$ cat src/hdl/mlpr_pkg.sv
// Shared constants and control types for the monochrome LCD page refresh unit.
package mlpr_pkg;

   localparam int PAGES      = 8;
   localparam int COLUMNS    = 128;
   localparam int ROW_BYTES  = (COLUMNS + 7) / 8;
   localparam int STORE_SIZE = PAGES * 8 * ROW_BYTES;
   localparam int PAGE_LEN   = 3 + COLUMNS;

   localparam int REQ_ADDR_W = 10;
   localparam int ADDR_W     = (STORE_SIZE > 1) ? $clog2(STORE_SIZE) : 1;
   localparam int PAGE_W     = (PAGES > 1) ? $clog2(PAGES) : 1;
   localparam int K_W        = $clog2(PAGE_LEN);

   localparam logic       REQ_WRITE      = 1'b0;
   localparam logic       REQ_STEP       = 1'b1;

   localparam logic [7:0] CMD_START_LINE = 8'h40;
   localparam logic [7:0] CMD_PAGE_BASE  = 8'hB0;
   localparam logic [7:0] CMD_COL_HIGH   = 8'h10;
   localparam logic [7:0] CMD_COL_LOW    = 8'h00;
   localparam logic [7:0] CMD_DISPLAY_ON = 8'hAF;

   typedef struct packed {
      logic clear_en;
      logic write_en;
      logic emit_cmd;
      logic gather_start;
      logic gather_en;
      logic finish;
   } ctrl_cmd_type;

   typedef struct packed {
      logic clear_done;
      logic out_free;
      logic need_gather;
      logic row_last;
   } dp_status_type;

endpackage

$ cat src/hdl/mlpr_ctrl.sv
// Controller state machine: clearing pass, item acceptance and column gathering.
module mlpr_ctrl (
   input  logic                   clock,
   input  logic                   reset,
   input  logic                   req_valid,
   input  logic                   req_cmd,
   output logic                   req_ready,
   input  mlpr_pkg::dp_status_type status,
   output mlpr_pkg::ctrl_cmd_type  command
);
   import mlpr_pkg::*;

   localparam logic [1:0] ST_CLEAR  = 2'd0;
   localparam logic [1:0] ST_IDLE   = 2'd1;
   localparam logic [1:0] ST_GATHER = 2'd2;
   localparam logic [1:0] ST_FINISH = 2'd3;

   logic [1:0] state_ff;
   logic [1:0] state_in;
   logic       accept;

   assign req_ready = (state_ff == ST_IDLE) && status.out_free;
   assign accept    = req_valid && req_ready;

   always_comb begin
      state_in = state_ff;
      command  = '0;
      case (state_ff)
         ST_CLEAR: begin
            command.clear_en = 1'b1;
            if (status.clear_done) begin
               state_in = ST_IDLE;
            end
         end
         ST_IDLE: begin
            if (accept) begin
               if (req_cmd == REQ_WRITE) begin
                  command.write_en = 1'b1;
               end else if (status.need_gather) begin
                  command.gather_start = 1'b1;
                  state_in = ST_GATHER;
               end else begin
                  command.emit_cmd = 1'b1;
               end
            end
         end
         ST_GATHER: begin
            command.gather_en = 1'b1;
            if (status.row_last) begin
               state_in = ST_FINISH;
            end
         end
         ST_FINISH: begin
            command.finish = 1'b1;
            state_in = ST_IDLE;
         end
         default: begin
            state_in = ST_CLEAR;
         end
      endcase
   end

   always_ff @(posedge clock) begin
      if (reset) begin
         state_ff <= ST_CLEAR;
      end else begin
         state_ff <= state_in;
      end
   end

endmodule

$ cat config.mk
export PLATFORM = sky130hd
export DESIGN_NAME = mlpr_ctrl
export DESIGN_NICKNAME = d
export VERILOG_FILES = /design/src/hdl/mlpr_pkg.sv /design/src/hdl/mlpr_ctrl.sv
export SDC_FILE = /design/constraint.sdc
export NUM_CORES = 1
export LEC_CHECK = 0
export BUFFER_PORTS_ARGS = -buffer_cell sky130_fd_sc_hd__buf_2
export CAP_MARGIN = 40
export CORE_AREA = 3 3 40 42
export DETAILED_ROUTE_END_ITERATION = 7
export DIE_AREA = 0 0 43 45
export HOLD_SLACK_MARGIN = 0.12
export PLACE_DENSITY = 0.36
export SETUP_SLACK_MARGIN = 0.15
export SLEW_MARGIN = 20
export SYNTH_ARGS = -nofsm -noshare
export SYNTH_HDL_FRONTEND = slang
export SYNTH_SLANG_ARGS = --single-unit
export TNS_END_PERCENT = 30
$ cat constraint.sdc
create_clock -name clock -period 1.4 [get_ports clock]
set_clock_uncertainty 0.15 [all_clocks]
set_input_delay 0.28 -clock clock [delete_from_list [all_inputs] [get_ports clock]]
set_output_delay 0.28 -clock clock [all_outputs]
set_load 0.005 [all_outputs]
Yosys cells after proc, flatten, opt, wreduce, memory -nomap -nowiden:

Index checks and enable logic that the tools add are counted.

* logic and storage cells: 28
* output and inout bits: 7
* input bits: 8
* register bits after elaboration: 2

* reductions and logical operators: 4
* eq/ne operators: 8
* mux-type cells: 15

Operator list (number)
* $mux W2: 6
* $ne A2 B2 Y1 const B: 5
* $pmux W2 S4: 1
* $mux W1: 6
* $mux W3: 2
* $reduce_and A5 Y1: 1
* $eq A2 B2 Y1 const B: 2
* $eq A2 B1 Y1 const B: 1
* $logic_and A1 B1 Y1: 2
* $logic_not A2 Y1: 1

Logic depth before layout (Yosys ltp):

Gate-level depths: netlist of the first run.

* depth in word-level cells: 5
* gate-level depth with buffers: 5

Least setup slack after synthesis of the first run:

OpenSTA, ideal clock, no wires.

* kind: register -> register
* start point: reg state_ff[0]
* end point: reg state_ff[0]
* required time: 1.180 ns
* data arrival time: 1.207 ns
* path slack: -0.027 ns
* stages on the path, launching flop included: 6
* cell sequence: dfxtp_1 -> inv_1 -> ha_1 -> nor2b_4 -> or3_1 -> a21oi_1

* word-level cells in the longest chain between the ends: 5
* elaborated cells between the ends (all ways): 13
* those cells by class: eq/ne: 8; mux: 1; reduce/logical: 4

Ends and longest elaborated chain
* start, declared: RTL line mlpr_ctrl.sv:18 `logic [1:0] state_ff;`
* start signal, assigned: RTL line mlpr_ctrl.sv:67 `state_ff <= state_in;`
* $eq A2 B1 Y1: RTL line mlpr_ctrl.sv:22, mlpr_ctrl.sv:28
* $logic_and A1 B1 Y1: RTL line mlpr_ctrl.sv:22 `assign req_ready = (state_ff == ST_IDLE) && status.out_free;`
* $logic_and A1 B1 Y1: RTL line mlpr_ctrl.sv:23 `assign accept = req_valid && req_ready;`
* $ne A2 B2 Y1 (no line)
* $reduce_and A5 Y1 (no line)

Parallel ways exist; a longest one is shown, timed or not.
A chain may end at the register's enable or synchronous reset.

==> metrics.yaml, run 1 <==
status: "finished, violations left"
violations: "negative setup slack"
diodes: 0
regArea_sq_um: 45.04
worst_pin_slew_ns: 0.1938
clk-insertion-delay-late_ns: 0.22
drive_gt1_frac: 0.6957
drtPass1Iterations: 2
setup-violations-final: 6
avgSynthCellArea_sq_um: 8.308
synth_area_leaders: "ha_1, dfxtp_1, nor2b_4, a211oi_2, nand2b_1"
netlist_area_sq_um: 207.7
internal_power_mw: 0.3687
synth_ff_type: "dfxtp_1"
vias: 246
synth_cells: 25
timing.rr.end: "state_ff[0]$_SDFFE_PP0P_"
ir_worst_vdd_mv: 0.6422
largest_reg_flops: 2
synth_edf_count: 0
fin_util: 0.3106
dieArea_sq_um: 1935
h-tree-depth: 1
fmax_ghz: 0.6321
wl_per_cell_um: 9.623
largest_registers: "state_ff: 2 flops"
overflow: 0
place_congestion: 0.7731
fin_nets: 60
grt_setup_unrepaired: "yes"
die_w_um: 43
wl_um: 587
grt_antenna_before_repair: 0
switching_share: 0.3470
ys_async_sr_fraction: 0
multiInputGateArea_sq_um: 198.9
yosysTopAreaCell: "ha_1"
seq_area_frac_synth: 0.1928
synth_top_area_share: 0.2410
cap_violations: 0
ys_types: 16
ant_nets: 0
p_per_area_nw_per_um2: 1414
worstPathArrival_ns: 1.15
die_h_um: 45
grt_max_degree: 5
syn_nets: 37
slew_headroom: 0.8697
required_ns: 0.97
placementRows: 13
r2r-start: "state_ff[1]$_SDFFE_PP0P_"
slew_viol_final: 0
clockBufferDepth: 2
grt_pass1_wl_um: 993
vias_per_cell: 4.033
p_seq_frac: 0.198
grt_util_all_layers: 0.07143
grt_pass1_vias: 261
worstHoldPathCells: 4
clock_sinks: 2
clkSlewWorstSetupHoldPaths_ns: 0.03
holdWs_ns: 0.3474
critPathLaunchType: "flip-flop"
cp_max_fo: 3
p_leak_nw: 0.1967
io_buffers: 14
start_util: 0.1616
min_path_type: "input pin to flip-flop"
ff2ff_setup_slack_ns: -0.03
slowest_stage: "dfxtp_2"
coreArea_sq_um: 1285
cp_slowest_stage_delay_ns: 0.31
crit_path_end_kind: "output pin"
fin_crit_ns: 1.582
crit_chain: "inv_2 > ha_4 > and2_4 > nand3_2 > nor2_1 > buf_2"
hp-start: "status[3]"
fill_cells: 150
hold_end: "state_ff[1]$_SDFFE_PP0P_"
final.period_utilization: 1.130
cts-root-buf: "clkbuf_4"
synth-seq-cells: 2
critPathBufInv: 2
setup_slack_ns: -0.1819
largest_register: "state_ff"
power.switching_mw: 0.1959
drcViolationCount: 0
drtIter0Drc: 1
ys_warn_count: 0
r2r_cells: 5
combPwrFrac: 0.578
io_pins: 15
path_class: "flip-flop to output pin"
dpl.cell_count: 55
crit_family: "simple AND/OR/NAND/NOR gates"
layoutNonFillerInstCount: 61
cts_tree: "done"
area_growth_pct: 92.17
numCtsBuffers: 3
power_mw: 0.5646
hpwl_um: 440.3
finalHoldViolCount: 0
p_clk_frac: 0.224
[layout by cell type (no fill, tap or decap)]
cell type / count
buf_2: 14
nor2_1: 3
clkbuf_4: 3
buf_4: 3
inv_2: 2
nor2b_4: 2
nand2b_1: 2
ha_4: 2
and2_4: 1
nand3_2: 1
inv_1: 1
nand2_1: 1
nand4_1: 1
o31ai_1: 1
or3_1: 1
a21oi_1: 1
a211oi_2: 1
mux2i_1: 1
ha_2: 1
ha_1: 1
dlygate4sd3_1: 1
dfxtp_4: 1
dfxtp_2: 1
[worst reg2reg max path, stage by stage, from the launching register on]
cell and delay (ns):
dfxtp_2 0.31, buf_4 0.14, ha_4 0.15, nor2b_4 0.13
or3_1 0.35, a21oi_1 0.12
[metal layers]
layer  part of all wire  up-vias  track usage
met5                  0        -            0
met4                  0        0      0.03614
met3               0.15        0      0.05976
met2               0.47       13       0.1257
met1               0.39      108      0.05502
li1                   -      125            -
[worst max path at each step]
stage / start / to / slack, ns / depth (start not counted)
2_1_floorplan: state_ff[1]$_SDFFE_PP0P_ / command[2] / 0.07 / 5
3_3_place_gp: state_ff[1]$_SDFFE_PP0P_ / command[2] / -0.02 / 6
3_5_place_dp: state_ff[1]$_SDFFE_PP0P_ / command[2] / -0.06 / 6
4_1_cts: state_ff[1]$_SDFFE_PP0P_ / command[2] / -0.20 / 6
5_1_grt: state_ff[1]$_SDFFE_PP0P_ / command[2] / -0.28 / 6
6_report: state_ff[1]$_SDFFE_PP0P_ / command[2] / -0.18 / 6
[power by group through the flow]
stage	sequential [mW]	clock, mW	combinational (mW)
after floorplan	0.106	0	0.178
after global placement	0.110	0	0.266
after detailed placement	0.109	0	0.265
after CTS	0.109	0.137	0.317
after global routing	0.113	0.150	0.363
final	0.112	0.127	0.326
[logic make-up after synthesis]
| logic type | synth area share |
|---|---|
| flops | 0.1928 |
| simple gates | 0.3434 |
| mux | 0.04819 |
| buf+inv | 0.05421 |
| fa+ha+maj | 0.2410 |
| compound gates | 0.1205 |
[per-stage QoR]
stage	area, sq um	setup WS [ns]	setup TNS (ns)
3_5_place_dp	324.1	-0.05786	-0.09063
6_report	399.1	-0.1819	-0.6950
2_1_floorplan	227.7	0.06814	0
4_1_cts	391.6	-0.2016	-0.7692
3_3_place_gp	324.1	-0.02101	-0.02934
5_1_grt	399.1	-0.2779	-1.212
[layout make-up]
class                           count  area share
Inverter                            3     0.02821
Sequential cell                     2      0.1129
Timing Repair Buffer               18      0.2571
Clock buffer                        3     0.05643
Tap cell                           15     0.04702
Multi-Input combinational cell     20      0.4984
[synth_stat cells (2+ instances only)]
cell type  n
nand2b_1   2
nor2_1     3
ha_1       4
dfxtp_1    2
inv_1      3
[what timing repair did]
item                                    CTS  global route
gates resized for setup                   4             0
buffers inserted                          1             1
pin swaps                                 3             4
hold endpoints to repair                  1             0
endpoints found under the setup margin    9             9
hold buffers                              1             0
Note: power is estimated with default switching activity, not from simulation.
==> inputs of run 2 (changes only) <==
--- a/config.mk
+++ b/config.mk
@@ -7,11 +7,13 @@
 export LEC_CHECK = 0
 export BUFFER_PORTS_ARGS = -buffer_cell sky130_fd_sc_hd__buf_2
 export CAP_MARGIN = 40
-export CORE_AREA = 3 3 40 42
+export CELL_PAD_IN_SITES_DETAIL_PLACEMENT = 0
+export CELL_PAD_IN_SITES_GLOBAL_PLACEMENT = 1
+export CORE_AREA = 2 2 39 41
 export DETAILED_ROUTE_END_ITERATION = 7
-export DIE_AREA = 0 0 43 45
+export DIE_AREA = 0 0 41 43
 export HOLD_SLACK_MARGIN = 0.12
-export PLACE_DENSITY = 0.36
+export PLACE_DENSITY = 0.49
 export SETUP_SLACK_MARGIN = 0.15
 export SLEW_MARGIN = 20
 export SYNTH_ARGS = -nofsm -noshare
==> run 2 against run 1 <==
Against the previous run: largest power group unchanged; highest routed layer is now met4; critical path depth is the same; wire length shrank 2.2%; via count grew 4.9%; the run still ends with negative setup slack left; utilization grew 0.95 points; largest cell class unchanged; flip-flop and latch count is the same; hold slack lost 0.0030 ns; non-clock buffer count grew 3; global-route usage shrank 0.14 points.
==> metrics.yaml, run 2 (synthesized netlist as in run 1, its figures left out) <==
slowest_stage: "dfxtp_2"
cp_slowest_stage_delay_ns: 0.31
overflow: 0
path_class: "flip-flop to output pin"
slew_headroom: 0.8544
ir_worst_vdd_mv: 0.4891
h-tree-depth: 1
mostFrequentLayoutCell: "buf_2"
wl_per_cell_um: 8.831
setup-violations-final: 9
clockBufferDepth: 2
setup_slack_ns: -0.1578
grt_util_all_layers: 0.07007
wl_um: 574
slew_viol_final: 0
min_path_type: "input pin to flip-flop"
io_pins: 15
hp-start: "status[3]"
io_buffers: 14
timing.rr.end: "state_ff[0]$_SDFFE_PP0P_"
layoutNonFillerInstCount: 65
grt_pass1_wl_um: 807
crit_path_end_kind: "output pin"
cts_tree: "done"
fmax_ghz: 0.6419
grt_setup_unrepaired: "yes"
coreArea_sq_um: 1384
drtIter0Drc: 0
numCtsBuffers: 3
clk-insertion-delay-late_ns: 0.22
regArea_sq_um: 45.04
holdWs_ns: 0.3444
die_h_um: 43
die_w_um: 41
p_leak_nw: 0.2122
grt_pass1_vias: 252
drive_gt1_frac: 0.7755
grt_antenna_before_repair: 0
drcViolationCount: 0
hold_end: "state_ff[1]$_SDFFE_PP0P_"
diodes: 0
worstPathArrival_ns: 1.13
vias_per_cell: 3.969
finalHoldViolCount: 0
clock_sinks: 2
required_ns: 0.97
largest_registers: "state_ff: 2 flops"
fin_nets: 63
place_area_sq_um: 332.8
drtPass1Iterations: 1
cap_violations: 0
ant_nets: 0
fill_cells: 149
area_growth_pct: 113.3
place_congestion: 0.6067
vias: 258
cts-root-buf: "clkbuf_4"
clkSlewWorstSetupHoldPaths_ns: 0.03
layout_common_cells: "buf_2, buf_4, clkbuf_4"
r2r_cells: 6
status: "finished, violations left"
critPathBufInv: 2
finalInstanceArea_sq_um: 442.9
violations: "negative setup slack"
worst_pin_slew_ns: 0.2165
dieArea_sq_um: 1763
p_per_area_nw_per_um2: 1443
hpwl_um: 448
grt_max_degree: 4
final.period_utilization: 1.113
crit_family: "flip-flops"
placementRows: 14
dpl.cell_count: 57
multiInputGateArea_sq_um: 206.4
cp_max_fo: 3
ff2ff_setup_slack_ns: -0.08
largest_register: "state_ff"
crit_chain: "inv_2 > ha_4 > and2_4 > nand3_2 > nor2_1 > buf_2"
r2r-start: "state_ff[1]$_SDFFE_PP0P_"
critPathLaunchType: "flip-flop"
fin_crit_ns: 1.558
start_util: 0.1501
pre_cts_ws_ns: -0.01850
worstHoldPathCells: 4
largest_reg_flops: 2
## run 2: cell count changes in the layout (fill, tap and decap cells not counted)
cell	before	now
buf_4	3	5
buf_6	0	2
nor2_1	3	2
ha_1	1	0
nor2_2	0	1
nand2_1	1	0
nand2_2	0	1
buf_2	14	13
ha_2	1	2
inv_4	0	1
inv_2	2	1
## run 2: metal layers
layer	global-route usage	part of all wire	wire length, um
met2	0.1094	0.51	295
met1	0.06369	0.39	222
met5	0	0	0
met3	0.01571	0.087	50
met4	0.08000	0.010	6
## run 2: stage by stage
stage,util,power (mW),setup TNS [ns]
5_1_grt,0.3201,0.6919,-1.080
4_1_cts,0.2929,0.5946,-0.9500
3_3_place_gp,0.2405,0.3890,0
2_1_floorplan,-,0.2836,0
6_report,0.3201,0.6391,-0.6888
3_5_place_dp,0.2405,0.3939,-0.03647
## run 2: area by class of cell
cell class,instances,area share
Inverter,3,0.03107
Sequential cell,2,0.1017
Multi-Input combinational cell,20,0.4661
Clock buffer,3,0.05085
Timing Repair Buffer,21,0.3051
Tap cell,16,0.04520
## run 2: what timing repair did
action	in CTS	in global routing
endpoints found under the setup margin	9	9
buffers inserted	3	1
hold buffers	1	0
resized for setup	3	7
endpoints found under the hold margin	1	0
pin swaps	5	3
## run 2: worst max-delay path by stage
| stage | startpoint | to | slack [ns] | cells after the start |
|---|---|---|---|---|
| finish | state_ff[1]$_SDFFE_PP0P_ | command[3] | -0.16 | 6 |
| global route | state_ff[1]$_SDFFE_PP0P_ | command[3] | -0.22 | 6 |
| CTS | state_ff[1]$_SDFFE_PP0P_ | command[3] | -0.20 | 6 |
| detailed placement | state_ff[1]$_SDFFE_PP0P_ | command[2] | -0.02 | 6 |
| global placement | state_ff[1]$_SDFFE_PP0P_ | state_ff[0]$_SDFFE_PP0P_ | 0.001 | 5 |
| floorplan | state_ff[1]$_SDFFE_PP0P_ | command[2] | 0.07 | 5 |
## run 2: power breakdown
group	internal (mW)	switching [mW]	leakage [nW]
Clock	0.0944	0.0313	0.0138
Combinational	0.246	0.163	0.181
Sequential	0.0861	0.0185	0.0175
Total	0.426	0.213	0.212
## run 2: worst reg2reg max path, delay by kind of cell, from the launching register on
kind	cells	cell delay, ns
AND/OR/NAND/NOR	1	0.36
buffers and inverters	3	0.29
adder cells (fa/ha/maj)	1	0.15
flip-flops	1	0.32
AO/OA/AOI/OAI	1	0.13
==> inputs of run 3 (changes only) <==
--- a/config.mk
+++ b/config.mk
@@ -12,9 +12,11 @@
 export CORE_AREA = 2 2 39 41
 export DETAILED_ROUTE_END_ITERATION = 7
 export DIE_AREA = 0 0 41 43
+export GPL_TIMING_DRIVEN = 0
 export HOLD_SLACK_MARGIN = 0.12
 export PLACE_DENSITY = 0.49
 export SETUP_SLACK_MARGIN = 0.15
+export SKIP_CTS_REPAIR_TIMING = 1
 export SLEW_MARGIN = 20
 export SYNTH_ARGS = -nofsm -noshare
 export SYNTH_HDL_FRONTEND = slang
==> run 3 against run 2 <==
Against the previous run: the flow still finishes with violations (negative setup slack); sequential power increased by 16%; largest power group unchanged; hold slack got worse by 0.15 ns; register-to-register slack improved by 0.02 ns; count of clock-buffer cells in the layout unchanged; utilization decreased by 3.3 points; critical path depth unchanged; cell count decreased by 6.2%; wire length decreased by 4.0%; via count decreased by 4.7%; clock power decreased by 3%; fmax decreased by 2.0%.
==> metrics.yaml, run 3 (synthesized netlist as in run 1, its figures left out) <==
status: "finished, violations left"
violations: "negative setup slack"
mostFrequentLayoutCell: "buf_2"
path_class: "flip-flop to output pin"
grt_util_all_layers: 0.06406
critPathLaunchType: "flip-flop"
r2r-start: "state_ff[1]$_SDFFE_PP0P_"
clock_sinks: 2
p_per_area_nw_per_um2: 1442
numCtsBuffers: 3
place_congestion: 0.6217
pre_cts_ws_ns: -0.07200
io_pins: 15
slew_viol_final: 0
worstPathArrival_ns: 1.16
io_buffers: 14
crit_end: "command[2]"
wl_um: 551
largest_registers: "state_ff: 2 flops"
ff2ff_setup_slack_ns: -0.06
clk-insertion-delay-late_ns: 0.22
final.period_utilization: 1.136
vias: 246
power_mw: 0.5739
p_clk_frac: 0.213
die_w_um: 41
grt_setup_unrepaired: "yes"
grt_antenna_before_repair: 0
internal_power_mw: 0.3765
ir_worst_vdd_mv: 0.6271
setup-violations-final: 8
holdWs_ns: 0.1983
drive_gt1_frac: 0.6889
layout_common_cells: "buf_2, nor2_1, clkbuf_4"
clkSlewWorstSetupHoldPaths_ns: 0.03
grt_max_degree: 5
vias_per_cell: 4.033
clockBufferDepth: 2
diodes: 0
ant_nets: 0
largest_register: "state_ff"
grt_pass1_wl_um: 696
required_ns: 0.97
setup_slack_ns: -0.1900
cts_tree: "done"
cp_max_fo: 3
cts-root-buf: "clkbuf_4"
drcViolationCount: 0
worst_pin_slew_ns: 0.2059
fin_crit_ns: 1.590
crit_path_end_kind: "output pin"
min_path_type: "input pin to flip-flop"
start_util: 0.1501
timing.rr.end: "state_ff[0]$_SDFFE_PP0P_"
slew_headroom: 0.8616
coreArea_sq_um: 1384
placementRows: 14
switching_share: 0.3439
finalHoldViolCount: 0
combPwrFrac: 0.574
p_leak_nw: 0.1937
fmax_ghz: 0.6289
r2r_cells: 6
grt_pass1_vias: 202
power.switching_mw: 0.1974
cap_violations: 0
drtPass1Iterations: 1
wl_per_cell_um: 9.033
h-tree-depth: 1
overflow: 0
die_h_um: 43
cp-startpoint: "state_ff[1]$_SDFFE_PP0P_"
largest_reg_flops: 2
p_seq_frac: 0.213
drtIter0Drc: 0
area_growth_pct: 91.57
fin_nets: 59
dieArea_sq_um: 1763
run 3: cell types whose count changed in the layout (fill, tap and decap cells not counted), sizes merged:
cell	before	now
buf	20	16
run 3: routing by layer:
metal | share of wire | vias up | track usage | wire length [um]
met5 | 0 | - | 0 | 0
met4 | 0 | 0 | 0.08000 | 0
met3 | 0.076 | 0 | 0.03141 | 42
met2 | 0.57 | 10 | 0.08125 | 312
met1 | 0.36 | 110 | 0.06369 | 196
li1 | - | 126 | - | -
run 3: final cells by class:
| type | instances | area, sq um |
|---|---|---|
| clock buffer | 3 | 22.52 |
| multi-input combinational | 20 | 198.9 |
| sequential | 2 | 47.55 |
| tap | 16 | 20.02 |
| fill | 158 | 985.9 |
| timing repair buffer | 17 | 95.09 |
| inverter | 3 | 13.76 |
run 3: worst min path at each step:
stage	cells past startpoint	endpoint	startpoint	slack, ns
after floorplan	1	state_ff[0]$_SDFFE_PP0P_	reset	0.19
after global placement	2	state_ff[0]$_SDFFE_PP0P_	reset	0.30
after detailed placement	2	state_ff[0]$_SDFFE_PP0P_	reset	0.32
after CTS	2	state_ff[0]$_SDFFE_PP0P_	reset	0.08
after global routing	3	state_ff[1]$_SDFFE_PP0P_	reset	0.22
final	3	state_ff[1]$_SDFFE_PP0P_	reset	0.20
run 3: power groups by stage:
stage,registers (mW),clock network (mW),logic (mW)
2_1_floorplan,0.106,0,0.178
3_3_place_gp,0.111,0,0.247
3_5_place_dp,0.113,0,0.249
4_1_cts,0.113,0.130,0.251
5_1_grt,0.126,0.135,0.368
6_report,0.122,0.122,0.330
run 3: worst max-delay path, stage by stage (launching register included):
cell and delay, ns:
dfxtp_4 0.34, inv_4 0.06, ha_4 0.13, and2_4 0.14, nand3_2 0.06, nor2_1 0.09
buf_2 0.11
run 3: per-stage QoR:
step	area (sq um)	cells	util	setup TNS [ns]
floorplan	227.7	25	-	0
global placement	317.8	55	0.2297	-0.04815
detailed placement	317.8	55	0.2297	-0.1203
CTS	340.3	58	0.2459	-0.9219
global route	397.9	61	0.2875	-1.174
finish	397.9	61	0.2875	-0.7015
